`config.mk`:
```
export PLATFORM = sky130hd
export DESIGN_NAME = vibration_activity_detector_core
export DESIGN_NICKNAME = d
export VERILOG_FILES = /design/src/rtl/core/vad_pkg.sv /design/src/rtl/core/vad_iter_unit.sv /design/src/rtl/core/vad_mode_fsm.sv /design/src/rtl/core/vibration_activity_detector_core.sv
export SDC_FILE = /design/constraint.sdc
export NUM_CORES = 2
export LEC_CHECK = 0
export BUFFER_PORTS_ARGS = -buffer_cell sky130_fd_sc_hd__buf_2
export CAP_MARGIN = 20
export CELL_PAD_IN_SITES_DETAIL_PLACEMENT = 1
export CELL_PAD_IN_SITES_GLOBAL_PLACEMENT = 1
export CORE_MARGIN = 2
export CORE_UTILIZATION = 35
export CTS_CLUSTER_SIZE = 24
export DETAILED_ROUTE_END_ITERATION = 16
export PLACE_DENSITY_LB_ADDON = 0.12
export SYNTH_ARGS = -nofsm -noshare
export SYNTH_HDL_FRONTEND = slang
export SYNTH_HIERARCHICAL = 1
export SYNTH_SLANG_ARGS = --single-unit
```
`constraint.sdc`:
```
create_clock -name clk -period 8.99 [get_ports clk]
set_input_delay 0.899 -clock clk [delete_from_list [all_inputs] [get_ports clk]]
set_output_delay 0.899 -clock clk [all_outputs]
set_load 0.01 [all_outputs]
```
`src/rtl/core/vad_pkg.sv`:
```
// ----------------------------------------------------------------------------
// Vibration activity detector package
// Shared types, constants and codes for the detector core.
// ----------------------------------------------------------------------------
package vad_pkg;

  localparam logic [7:0] SAMPLES_PER_SECOND_MAX = 8'd200;
  localparam logic [4:0] SECONDS_PER_WINDOW_MAX = 5'd20;
  localparam int         MAG_SHIFT              = 14;
  localparam logic [7:0] COUNT_SAT              = 8'd255;
  localparam int         ITER_STEPS             = 32;

  localparam logic [1:0] REQ_SAMPLE = 2'd0;
  localparam logic [1:0] REQ_SECOND = 2'd1;
  localparam logic [1:0] REQ_WINDOW = 2'd2;

  localparam logic [1:0] MODE_ON      = 2'd0;
  localparam logic [1:0] MODE_OFF     = 2'd1;
  localparam logic [1:0] MODE_TRUEOFF = 2'd2;

  localparam logic [1:0] OP_MUL  = 2'd0;
  localparam logic [1:0] OP_SQRT = 2'd1;
  localparam logic [1:0] OP_DIV  = 2'd2;

  localparam logic [2:0] REG_OFFSET          = 3'd0;
  localparam logic [2:0] REG_QUIET_THRESHOLD = 3'd1;
  localparam logic [2:0] REG_GAIN_XY         = 3'd2;
  localparam logic [2:0] REG_GAIN_Z          = 3'd3;
  localparam logic [2:0] REG_OFF_WINDOW_LIMIT = 3'd4;
  localparam logic [2:0] REG_TRUE_OFF_LIMIT  = 3'd5;

  typedef struct packed {
    logic [1:0]         req_type;
    logic signed [15:0] accel_x;
    logic signed [15:0] accel_y;
    logic signed [15:0] accel_z;
  } vad_in_t;

  typedef struct packed {
    logic [23:0] window_mean;
    logic        mean_valid;
    logic        quiet;
    logic [1:0]  machine_mode;
    logic        notify;
  } vad_out_t;

  typedef struct packed {
    logic [23:0] offset;
    logic [23:0] quiet_threshold;
    logic [15:0] gain_xy;
    logic [15:0] gain_z;
    logic [7:0]  off_window_limit;
    logic [7:0]  true_off_limit;
  } vad_cfg_t;

  typedef struct packed {
    logic        start;
    logic [1:0]  op;
    logic [63:0] a;
    logic [31:0] b;
  } vad_iter_req_t;

  typedef struct packed {
    logic        done;
    logic [63:0] result;
  } vad_iter_rsp_t;

endpackage

```
`src/rtl/core/vad_iter_unit.sv`:
```
// ----------------------------------------------------------------------------
// Shared iterative arithmetic unit
// Registered multiply, and a shared compare/subtract stage that runs either
// a restoring square root (two bits per step) or a restoring division (one
// bit per step) over 32 steps.
// ----------------------------------------------------------------------------
module vad_iter_unit
  import vad_pkg::*;
(
  input  logic          clk,
  input  logic          rst,
  input  vad_iter_req_t req,
  output vad_iter_rsp_t rsp
);

  logic        busy;
  logic        done;
  logic [4:0]  cnt;
  logic [1:0]  op_r;
  logic [63:0] n;
  logic [35:0] rem;
  logic [31:0] q;
  logic [31:0] divisor;
  logic [63:0] prod;

  logic [35:0] cand;
  logic [35:0] trial;
  logic [35:0] diff;
  logic        ge;

  always_comb begin
    if (op_r == OP_SQRT) begin
      cand  = {rem[33:0], n[63:62]};
      trial = {2'b00, q, 2'b01};
    end else begin
      cand  = {rem[34:0], n[63]};
      trial = {4'b0000, divisor};
    end
    ge   = cand >= trial;
    diff = cand - trial;
  end

  always_ff @(posedge clk) begin
    if (rst) begin
      busy <= 1'b0;
      done <= 1'b0;
      cnt  <= '0;
      op_r <= OP_MUL;
    end else begin
      done <= 1'b0;
      if (req.start) begin
        op_r <= req.op;
        if (req.op == OP_MUL) begin
          prod <= 64'(req.a[31:0]) * 64'(req.b);
          done <= 1'b1;
        end else begin
          n       <= req.a;
          rem     <= '0;
          q       <= '0;
          divisor <= req.b;
          cnt     <= '0;
          busy    <= 1'b1;
        end
      end else if (busy) begin
        rem <= ge ? diff : cand;
        q   <= {q[30:0], ge};
        if (op_r == OP_SQRT) begin
          n <= {n[61:0], 2'b00};
        end else begin
          n <= {n[62:0], 1'b0};
        end
        cnt <= cnt + 5'd1;
        if (cnt == 5'(ITER_STEPS - 1)) begin
          busy <= 1'b0;
          done <= 1'b1;
        end
      end
    end
  end

  assign rsp.done   = done;
  assign rsp.result = (op_r == OP_MUL) ? prod : {32'b0, q};

endmodule

```
`src/rtl/core/vad_mode_fsm.sv`:
```
// ----------------------------------------------------------------------------
// Activity mode machine
// Judges a window against offset and threshold and keeps the
// ON / OFF / TRUEOFF mode with its off and true-off counters.
// ----------------------------------------------------------------------------
module vad_mode_fsm
  import vad_pkg::*;
(
  input  logic        clk,
  input  logic        rst,
  input  logic        upd,
  input  logic [23:0] mean,
  input  logic        mean_valid,
  input  vad_cfg_t    cfg,
  output vad_out_t    res
);

  logic [1:0]  mode;
  logic        cur_active;
  logic [7:0]  off_windows;
  logic [7:0]  true_off_windows;

  logic [23:0] dev;
  logic        quiet;
  logic        act;
  logic [1:0]  mode_next;
  logic [7:0]  off_windows_next;
  logic [7:0]  true_off_windows_next;
  logic        notify;

  always_comb begin
    dev   = (mean >= cfg.offset) ? (mean - cfg.offset) : (cfg.offset - mean);
    quiet = mean_valid && (dev < cfg.quiet_threshold);
    act   = mean_valid && !quiet;
    notify = 1'b0;
    if (cur_active || act) begin
      mode_next             = MODE_ON;
      off_windows_next      = '0;
      true_off_windows_next = '0;
    end else begin
      mode_next             = (mode == MODE_TRUEOFF) ? MODE_TRUEOFF : MODE_OFF;
      off_windows_next      = off_windows;
      true_off_windows_next = true_off_windows;
    end
    if (mode_next == MODE_OFF && off_windows_next != COUNT_SAT) begin
      off_windows_next = off_windows_next + 8'd1;
    end
    if (off_windows_next >= cfg.off_window_limit) begin
      if (true_off_windows_next != COUNT_SAT) begin
        true_off_windows_next = true_off_windows_next + 8'd1;
        notify = (true_off_windows_next == cfg.true_off_limit);
      end
      if (true_off_windows_next >= cfg.true_off_limit) begin
        mode_next = MODE_TRUEOFF;
      end
    end
  end

  always_ff @(posedge clk) begin
    if (rst) begin
      mode             <= MODE_TRUEOFF;
      cur_active       <= 1'b0;
      off_windows      <= '0;
      true_off_windows <= '0;
    end else if (upd) begin
      mode             <= mode_next;
      cur_active       <= act;
      off_windows      <= off_windows_next;
      true_off_windows <= true_off_windows_next;
    end
  end

  assign res.window_mean  = mean;
  assign res.mean_valid   = mean_valid;
  assign res.quiet        = quiet;
  assign res.machine_mode = mode_next;
  assign res.notify       = notify;

endmodule

```
`src/rtl/core/vibration_activity_detector_core.sv`:
```
// ----------------------------------------------------------------------------
// Vibration activity detector core
// Accumulates gain-weighted acceleration magnitudes per second and per
// window, and reports window mean, quiet flag and machine mode.
//
//   Channel  Signals                        Direction  Beat
//   in       in_valid, in_ready, in_data    to core    sample or tick
//   out      out_valid, out_ready, out_data from core  window result
//   cfg      cfg_we, cfg_index, cfg_data    to core    register write
//
// A sample makes six passes through the shared multiplier
// and 32 square root steps in the iterative unit.
// A one-second tick with samples under the second cap and a window tick with
// a valid window each run the 32 division steps of the same unit.
// Reset is synchronous and needs no clearing pass. A stalled output holds one
// result while the next beats are taken; only a second window result waits for
// the output register.
// ----------------------------------------------------------------------------
module vibration_activity_detector_core
  import vad_pkg::*;
(
  input  logic        clk,
  input  logic        rst,
  input  logic        in_valid,
  output logic        in_ready,
  input  vad_in_t     in_data,
  output logic        out_valid,
  input  logic        out_ready,
  output vad_out_t    out_data,
  input  logic        cfg_we,
  input  logic [2:0]  cfg_index,
  input  logic [23:0] cfg_data
);

  localparam logic [3:0] ST_IDLE      = 4'd0;
  localparam logic [3:0] ST_MUL_G     = 4'd1;
  localparam logic [3:0] ST_MUL_SQ    = 4'd2;
  localparam logic [3:0] ST_ACC       = 4'd3;
  localparam logic [3:0] ST_SQRT      = 4'd4;
  localparam logic [3:0] ST_SQRT_WAIT = 4'd5;
  localparam logic [3:0] ST_SEC_DIV   = 4'd6;
  localparam logic [3:0] ST_SEC_WAIT  = 4'd7;
  localparam logic [3:0] ST_WIN_DIV   = 4'd8;
  localparam logic [3:0] ST_WIN_WAIT  = 4'd9;
  localparam logic [3:0] ST_FINISH    = 4'd10;

  vad_cfg_t      cfg;
  logic [3:0]    state;
  vad_in_t       in_reg;
  logic [1:0]    axis;
  logic [63:0]   acc;
  logic [31:0]   sample_sum;
  logic [7:0]    sample_count;
  logic [28:0]   second_sum;
  logic [4:0]    second_count;
  logic          window_invalid;
  logic [23:0]   mean;
  logic          mean_valid;

  vad_iter_req_t iter_req;
  vad_iter_rsp_t iter_rsp;
  vad_out_t      res;
  logic          mode_upd;
  logic          out_free;
  logic          in_fire;

  logic [16:0]   axis_ext;
  logic [16:0]   axis_abs;
  logic [15:0]   axis_gain;

  assign in_ready = (state == ST_IDLE);
  assign in_fire  = in_valid && in_ready;
  assign out_free = !out_valid || out_ready;
  assign mode_upd = (state == ST_FINISH) && out_free;

  always_comb begin
    case (axis)
      2'd0:    axis_ext = {in_reg.accel_x[15], in_reg.accel_x};
      2'd1:    axis_ext = {in_reg.accel_y[15], in_reg.accel_y};
      default: axis_ext = {in_reg.accel_z[15], in_reg.accel_z};
    endcase
    axis_abs  = axis_ext[16] ? (17'd0 - axis_ext) : axis_ext;
    axis_gain = (axis == 2'd2) ? cfg.gain_z : cfg.gain_xy;
  end

  always_comb begin
    iter_req.start = 1'b0;
    iter_req.op    = OP_MUL;
    iter_req.a     = '0;
    iter_req.b     = '0;
    case (state)
      ST_MUL_G: begin
        iter_req.start = 1'b1;
        iter_req.a     = {47'b0, axis_abs};
        iter_req.b     = {16'b0, axis_gain};
      end
      ST_MUL_SQ: begin
        iter_req.start = 1'b1;
        iter_req.a     = {32'b0, iter_rsp.result[31:0]};
        iter_req.b     = iter_rsp.result[31:0];
      end
      ST_SQRT: begin
        iter_req.start = 1'b1;
        iter_req.op    = OP_SQRT;
        iter_req.a     = acc;
      end
      ST_SEC_DIV: begin
        iter_req.start = 1'b1;
        iter_req.op    = OP_DIV;
        iter_req.a     = {sample_sum, 32'b0};
        iter_req.b     = {24'b0, sample_count};
      end
      ST_WIN_DIV: begin
        iter_req.start = 1'b1;
        iter_req.op    = OP_DIV;
        iter_req.a     = {3'b0, second_sum, 32'b0};
        iter_req.b     = {27'b0, second_count};
      end
      default: begin
        iter_req.start = 1'b0;
      end
    endcase
  end

  vad_iter_unit u_iter (
    .clk (clk),
    .rst (rst),
    .req (iter_req),
    .rsp (iter_rsp)
  );

  vad_mode_fsm u_mode (
    .clk        (clk),
    .rst        (rst),
    .upd        (mode_upd),
    .mean       (mean),
    .mean_valid (mean_valid),
    .cfg        (cfg),
    .res        (res)
  );

  always_ff @(posedge clk) begin
    if (rst) begin
      cfg.offset           <= 24'd0;
      cfg.quiet_threshold  <= 24'd0;
      cfg.gain_xy          <= 16'd25600;
      cfg.gain_z           <= 16'd26;
      cfg.off_window_limit <= 8'd24;
      cfg.true_off_limit   <= 8'd2;
    end else if (cfg_we) begin
      case (cfg_index)
        REG_OFFSET:           cfg.offset           <= cfg_data;
        REG_QUIET_THRESHOLD:  cfg.quiet_threshold  <= cfg_data;
        REG_GAIN_XY:          cfg.gain_xy          <= cfg_data[15:0];
        REG_GAIN_Z:           cfg.gain_z           <= cfg_data[15:0];
        REG_OFF_WINDOW_LIMIT: cfg.off_window_limit <= cfg_data[7:0];
        REG_TRUE_OFF_LIMIT:   cfg.true_off_limit   <= cfg_data[7:0];
        default: begin
        end
      endcase
    end
  end

  always_ff @(posedge clk) begin
    if (rst) begin
      state          <= ST_IDLE;
      sample_sum     <= '0;
      sample_count   <= '0;
      second_sum     <= '0;
      second_count   <= '0;
      window_invalid <= 1'b0;
      out_valid      <= 1'b0;
      axis           <= '0;
    end else begin
      if (out_valid && out_ready && !mode_upd) begin
        out_valid <= 1'b0;
      end
      case (state)
        ST_IDLE: begin
          if (in_fire) begin
            in_reg <= in_data;
            case (in_data.req_type)
              REQ_SAMPLE: begin
                if (sample_count < SAMPLES_PER_SECOND_MAX) begin
                  acc   <= '0;
                  axis  <= '0;
                  state <= ST_MUL_G;
                end
              end
              REQ_SECOND: begin
                if (second_count < SECONDS_PER_WINDOW_MAX && sample_count != 8'd0) begin
                  state <= ST_SEC_DIV;
                end else begin
                  if (second_count < SECONDS_PER_WINDOW_MAX) begin
                    window_invalid <= 1'b1;
                    second_count   <= second_count + 5'd1;
                  end
                  sample_sum   <= '0;
                  sample_count <= '0;
                end
              end
              REQ_WINDOW: begin
                if (second_count != 5'd0 && !window_invalid) begin
                  state <= ST_WIN_DIV;
                end else begin
                  mean       <= '0;
                  mean_valid <= 1'b0;
                  state      <= ST_FINISH;
                end
              end
              default: begin
              end
            endcase
          end
        end
        ST_MUL_G: begin
          state <= ST_MUL_SQ;
        end
        ST_MUL_SQ: begin
          state <= ST_ACC;
        end
        ST_ACC: begin
          acc <= acc + iter_rsp.result;
          if (axis == 2'd2) begin
            state <= ST_SQRT;
          end else begin
            axis  <= axis + 2'd1;
            state <= ST_MUL_G;
          end
        end
        ST_SQRT: begin
          state <= ST_SQRT_WAIT;
        end
        ST_SQRT_WAIT: begin
          if (iter_rsp.done) begin
            sample_sum   <= sample_sum + {14'b0, iter_rsp.result[31:MAG_SHIFT]};
            sample_count <= sample_count + 8'd1;
            state        <= ST_IDLE;
          end
        end
        ST_SEC_DIV: begin
          state <= ST_SEC_WAIT;
        end
        ST_SEC_WAIT: begin
          if (iter_rsp.done) begin
            second_sum   <= second_sum + iter_rsp.result[28:0];
            second_count <= second_count + 5'd1;
            sample_sum   <= '0;
            sample_count <= '0;
            state        <= ST_IDLE;
          end
        end
        ST_WIN_DIV: begin
          state <= ST_WIN_WAIT;
        end
        ST_WIN_WAIT: begin
          if (iter_rsp.done) begin
            mean       <= iter_rsp.result[23:0];
            mean_valid <= 1'b1;
            state      <= ST_FINISH;
          end
        end
        ST_FINISH: begin
          if (out_free) begin
            out_data       <= res;
            out_valid      <= 1'b1;
            second_sum     <= '0;
            second_count   <= '0;
            window_invalid <= 1'b0;
            state          <= ST_IDLE;
          end
        end
        default: begin
          state <= ST_IDLE;
        end
      endcase
    end
  end

`ifndef SYNTHESIS
  a_sample_cap: assert property (@(posedge clk) disable iff (rst)
    sample_count <= SAMPLES_PER_SECOND_MAX)
    else $error("sample count passed its cap");

  a_second_cap: assert property (@(posedge clk) disable iff (rst)
    second_count <= SECONDS_PER_WINDOW_MAX)
    else $error("second count passed its cap");

  a_done_when_waiting: assert property (@(posedge clk) disable iff (rst)
    iter_rsp.done |-> (state == ST_MUL_SQ || state == ST_ACC || state == ST_SQRT_WAIT ||
                       state == ST_SEC_WAIT || state == ST_WIN_WAIT))
    else $error("arithmetic unit finished outside a waiting state");

  a_finish_loads: assert property (@(posedge clk) disable iff (rst)
    mode_upd |=> out_valid && state == ST_IDLE)
    else $error("window result was not loaded");

  a_quiet_needs_valid: assert property (@(posedge clk) disable iff (rst)
    out_valid |-> !(out_data.quiet && !out_data.mean_valid))
    else $error("quiet flag on an invalid window");
`endif

endmodule
```
==> flow_summary_export.csv <==
group,metric,value,unit
worst_setup_path,r2r_cells,37,
finish,area_delta_synth_final,17.7,%
sta,relSlewSlack,32.2,%
drt,top_layer,"met5",
floorplan,dieArea,207000,um^2
yosys,synth_seq_cells,599,
yosys,ys_warn_count,6,
worst_setup_path,cpLargestDelayFamily,"adder cells",
cts,cts_tree,"built",
status,violations,"negative setup slack",
worst_setup_path,critPathCaptureType,"register",
cts,cts_buffers,76,
worst_hold_path,hold_path_class,"input pin to register",
finish,final_core_util,41.4,%
drt,dr.pass1.iters,7,
sta,hold_violations,0,
drt,drtAntennaViolNets,0,
drt,wire_per_inst,23.0,um
sta,fin_ws,-0.533,ns
finish,regMostFlops,"cfg",
sta,finalCritPeriodShare,106,%
floorplan,rows,165,
sta,grt_setup_unrepaired,"true",
floorplan,initial_core_util,35.2,%
sta,setup-violations-final,33,
yosys,synthCells,7840,
grt,grt_max_degree,197,
drt,m1WireLength,116,mm
cts,clk_latency,0.70,ns
worst_setup_path,max_stage_delay,0.53,ns
finish,nNetsFinal,9729,
yosys,syn_avg_cell_area,9.06,um^2
worst_setup_path,cp-start-kind,"register",
yosys,synthFlopType,"edfxtp_1",
grt,grt_pass1_vias,61300,
worst_setup_path,r2r_slack,-0.53,ns
yosys,yosys-top-cells-area,"fa_1, edfxtp_1, ha_1",
pwr,power_density,294,nW/um^2
pwr,vdd_drop_max,0.443,mV
worst_setup_path,path_buf_inv,10,
worst_setup_path,cpMaxStageDelayCell,"fa_1",
yosys,async_flop_share,0,%
finish,largest_reg_flops,96,
worst_hold_path,worstHoldEndpoint,"in_reg[15]",
cts,htreeDepth,3,
sta,worstMarginPinSlew,1.01,ns
floorplan,coreArea,202000,um^2
drt,met3_length,8.37,mm
finish,drive_gt1_share,15.7,%
drt,wl_met2,123,mm
floorplan,num_io_pins,113,
drt,routed_wl,253,mm
yosys,synth_top_area_share,25.4,%
worst_setup_path,r2r-start,"axis[0]",
cts,cts_hold_buf,0,
worst_setup_path,required,9.42,ns
yosys,yosysUniqueCellTypes,104,
worst_setup_path,crit_start,"axis[0]",
floorplan,die_w,455,um
placed_design,portBuffers,112,
finish,final_common_cell,"nand2_1",
drt,vias,57000,
run,drv_cap,0,
worst_setup_path,worstPathArrival,9.95,ns
cts,clock-root-buffer,"clkbuf_16",
finish,final_cell_mix,"nand2_1, inv_1, fa_1",
floorplan,die-height,455,um
sta,whs,0.385,ns
worst_hold_path,min_path_cells,1,
grt,gr-total-overflow,0,
drt,drtIter0Drc,3096,
cts,clock_path_buffers,3,
sta,skew,0.0370,ns
sta,max_freq,105,MHz
placed_design,globalplace.congestion,0.887,
worst_setup_path,path_depth,37,
pwr,finalPower,24600,uW
yosys,ys_seq_area_share,22.4,%
finish,fillers,23200,
yosys,syn_nets,9332,
yosys,synth_edf_count,393,
finish,seqCellArea,15900,um^2
worst_hold_path,hold_path.startpoint,"in_data[15]",
drt,routed_via_density,5.20,
grt,grt_usage,24.5,%
pwr,leakagePower,0.0372,uW
worst_setup_path,critPathMaxFanout,7,
cts,clock-sinks,599,
grt,antenna_found_initial,16,
worst_setup_path,criticalPathCategory,"register to register",
placed_design,place.detailed.hpwl,199,mm
sta,finalMaxSlewViolations,0,
status,status,"finished, violations left",
yosys,syn_area,71100,um^2
grt,grt_pass1_wl,387,mm
drt,drc,0,
worst_setup_path,worstReg2RegEnd,"u_iter/prod[60]",
finish,multi_input_area,51000,um^2
cts,clkTransAtPathRegs,0.06,ns
yosys,yosys.area.top_type,"fa_1",
sta,min_period,9.52,ns
-- layout make-up --
| class | count | area share [%] |
|---|---|---|
| clock inverters | 54 | 0.721 |
| clock buffers | 87 | 2.38 |
| repair buffers | 767 | 8.00 |
| diodes | 5 | 0.0150 |
| well taps | 2672 | 4.00 |
| inverters | 1086 | 4.88 |
| flip-flops and latches | 599 | 19.0 |
| multi-input cells | 5707 | 61.0 |
-- cell usage after synthesis (30+ instances only) --
library cell	number
nand2_1	1105
inv_1	1086
fa_1	902
and2_1	664
ha_1	508
a21oi_1	436
edfxtp_1	393
nor2_1	356
clkbuf_1	350
o21ai_0	241
dfxtp_1	206
xnor2_1	158
mux2i_1	156
a21o_1	138
xor2_1	95
nand4_1	78
nand3_1	76
nor3_1	66
nor2b_1	62
a22oi_1	60
o21bai_1	51
a31oi_1	46
and3_1	45
nand2b_1	38
buf_4	36
mux2_2	36
a211oi_1	32
buf_2	31
o21a_1	30
-- kinds of logic after synthesis --
kind of cell / Yosys count / share of synthesized area [%]
xor+xnor: 253 / 3.12
buf+inv: 1534 / 8.42
fa+ha+maj: 1410 / 34.4
simple gates: 2607 / 17.8
mux: 193 / 2.78
compound gates: 1244 / 11.1
flops: 599 / 22.4
-- worst reg2reg max path: cells and delay by family, from the launching register on --
kind                       cells  cell delay [ns]
adders and majority gates     10             4.45
xor gates and xnor gates       2             0.28
and+or+nand+nor                6             1.38
AOI/OAI and AO/OA              9             1.81
DFF                            1             0.38
buffers and inverters         10             0.93
-- report_power, final --
| group | leakage, uW | internal [uW] | total, uW | switching, uW |
|---|---|---|---|---|
| registers | 0.00534 | 3920 | 4240 | 324 |
| clock network | 0.00127 | 1920 | 3280 | 1360 |
| logic | 0.0306 | 6800 | 17100 | 10300 |
-- layer usage --
layer / track usage, % / up-vias
li1: - / 26200
met2: 42.3 / 967
met3: 1.78 / 215
met1: 33.7 / 29600
met5: 0 / -
met4: 4.99 / 2
-- worst max path at each step --
stage	to	slack [ns]
after global placement	u_iter/prod[61]	-0.93
after CTS	u_iter/prod[60]	-0.48
after global routing	u_iter/prod[60]	-0.88
after detailed placement	u_iter/prod[61]	-1.06
final	u_iter/prod[60]	-0.53
after floorplan	u_iter/prod[61]	0.001
-- what timing repair did --
item                                    CTS  global route
pin swaps                               248           142
buffers inserted                         58            41
endpoints found under the setup margin   46            58
cloned                                    6             1
gates resized for setup                 327           121
-- metrics by stage --
stage,setup slack (ns),std cells,setup TNS (ns),cell area (um^2)
after floorplan,0.00145,7840,0,71100
after global placement,-0.926,10700,-22.39,78300
after detailed placement,-1.06,10700,-28.05,78300
after CTS,-0.480,10900,-6.84,82900
after global routing,-0.878,11000,-21.01,83600
final,-0.533,11000,-9.51,83700
No activity file was read; power rests on OpenSTA's default activity.
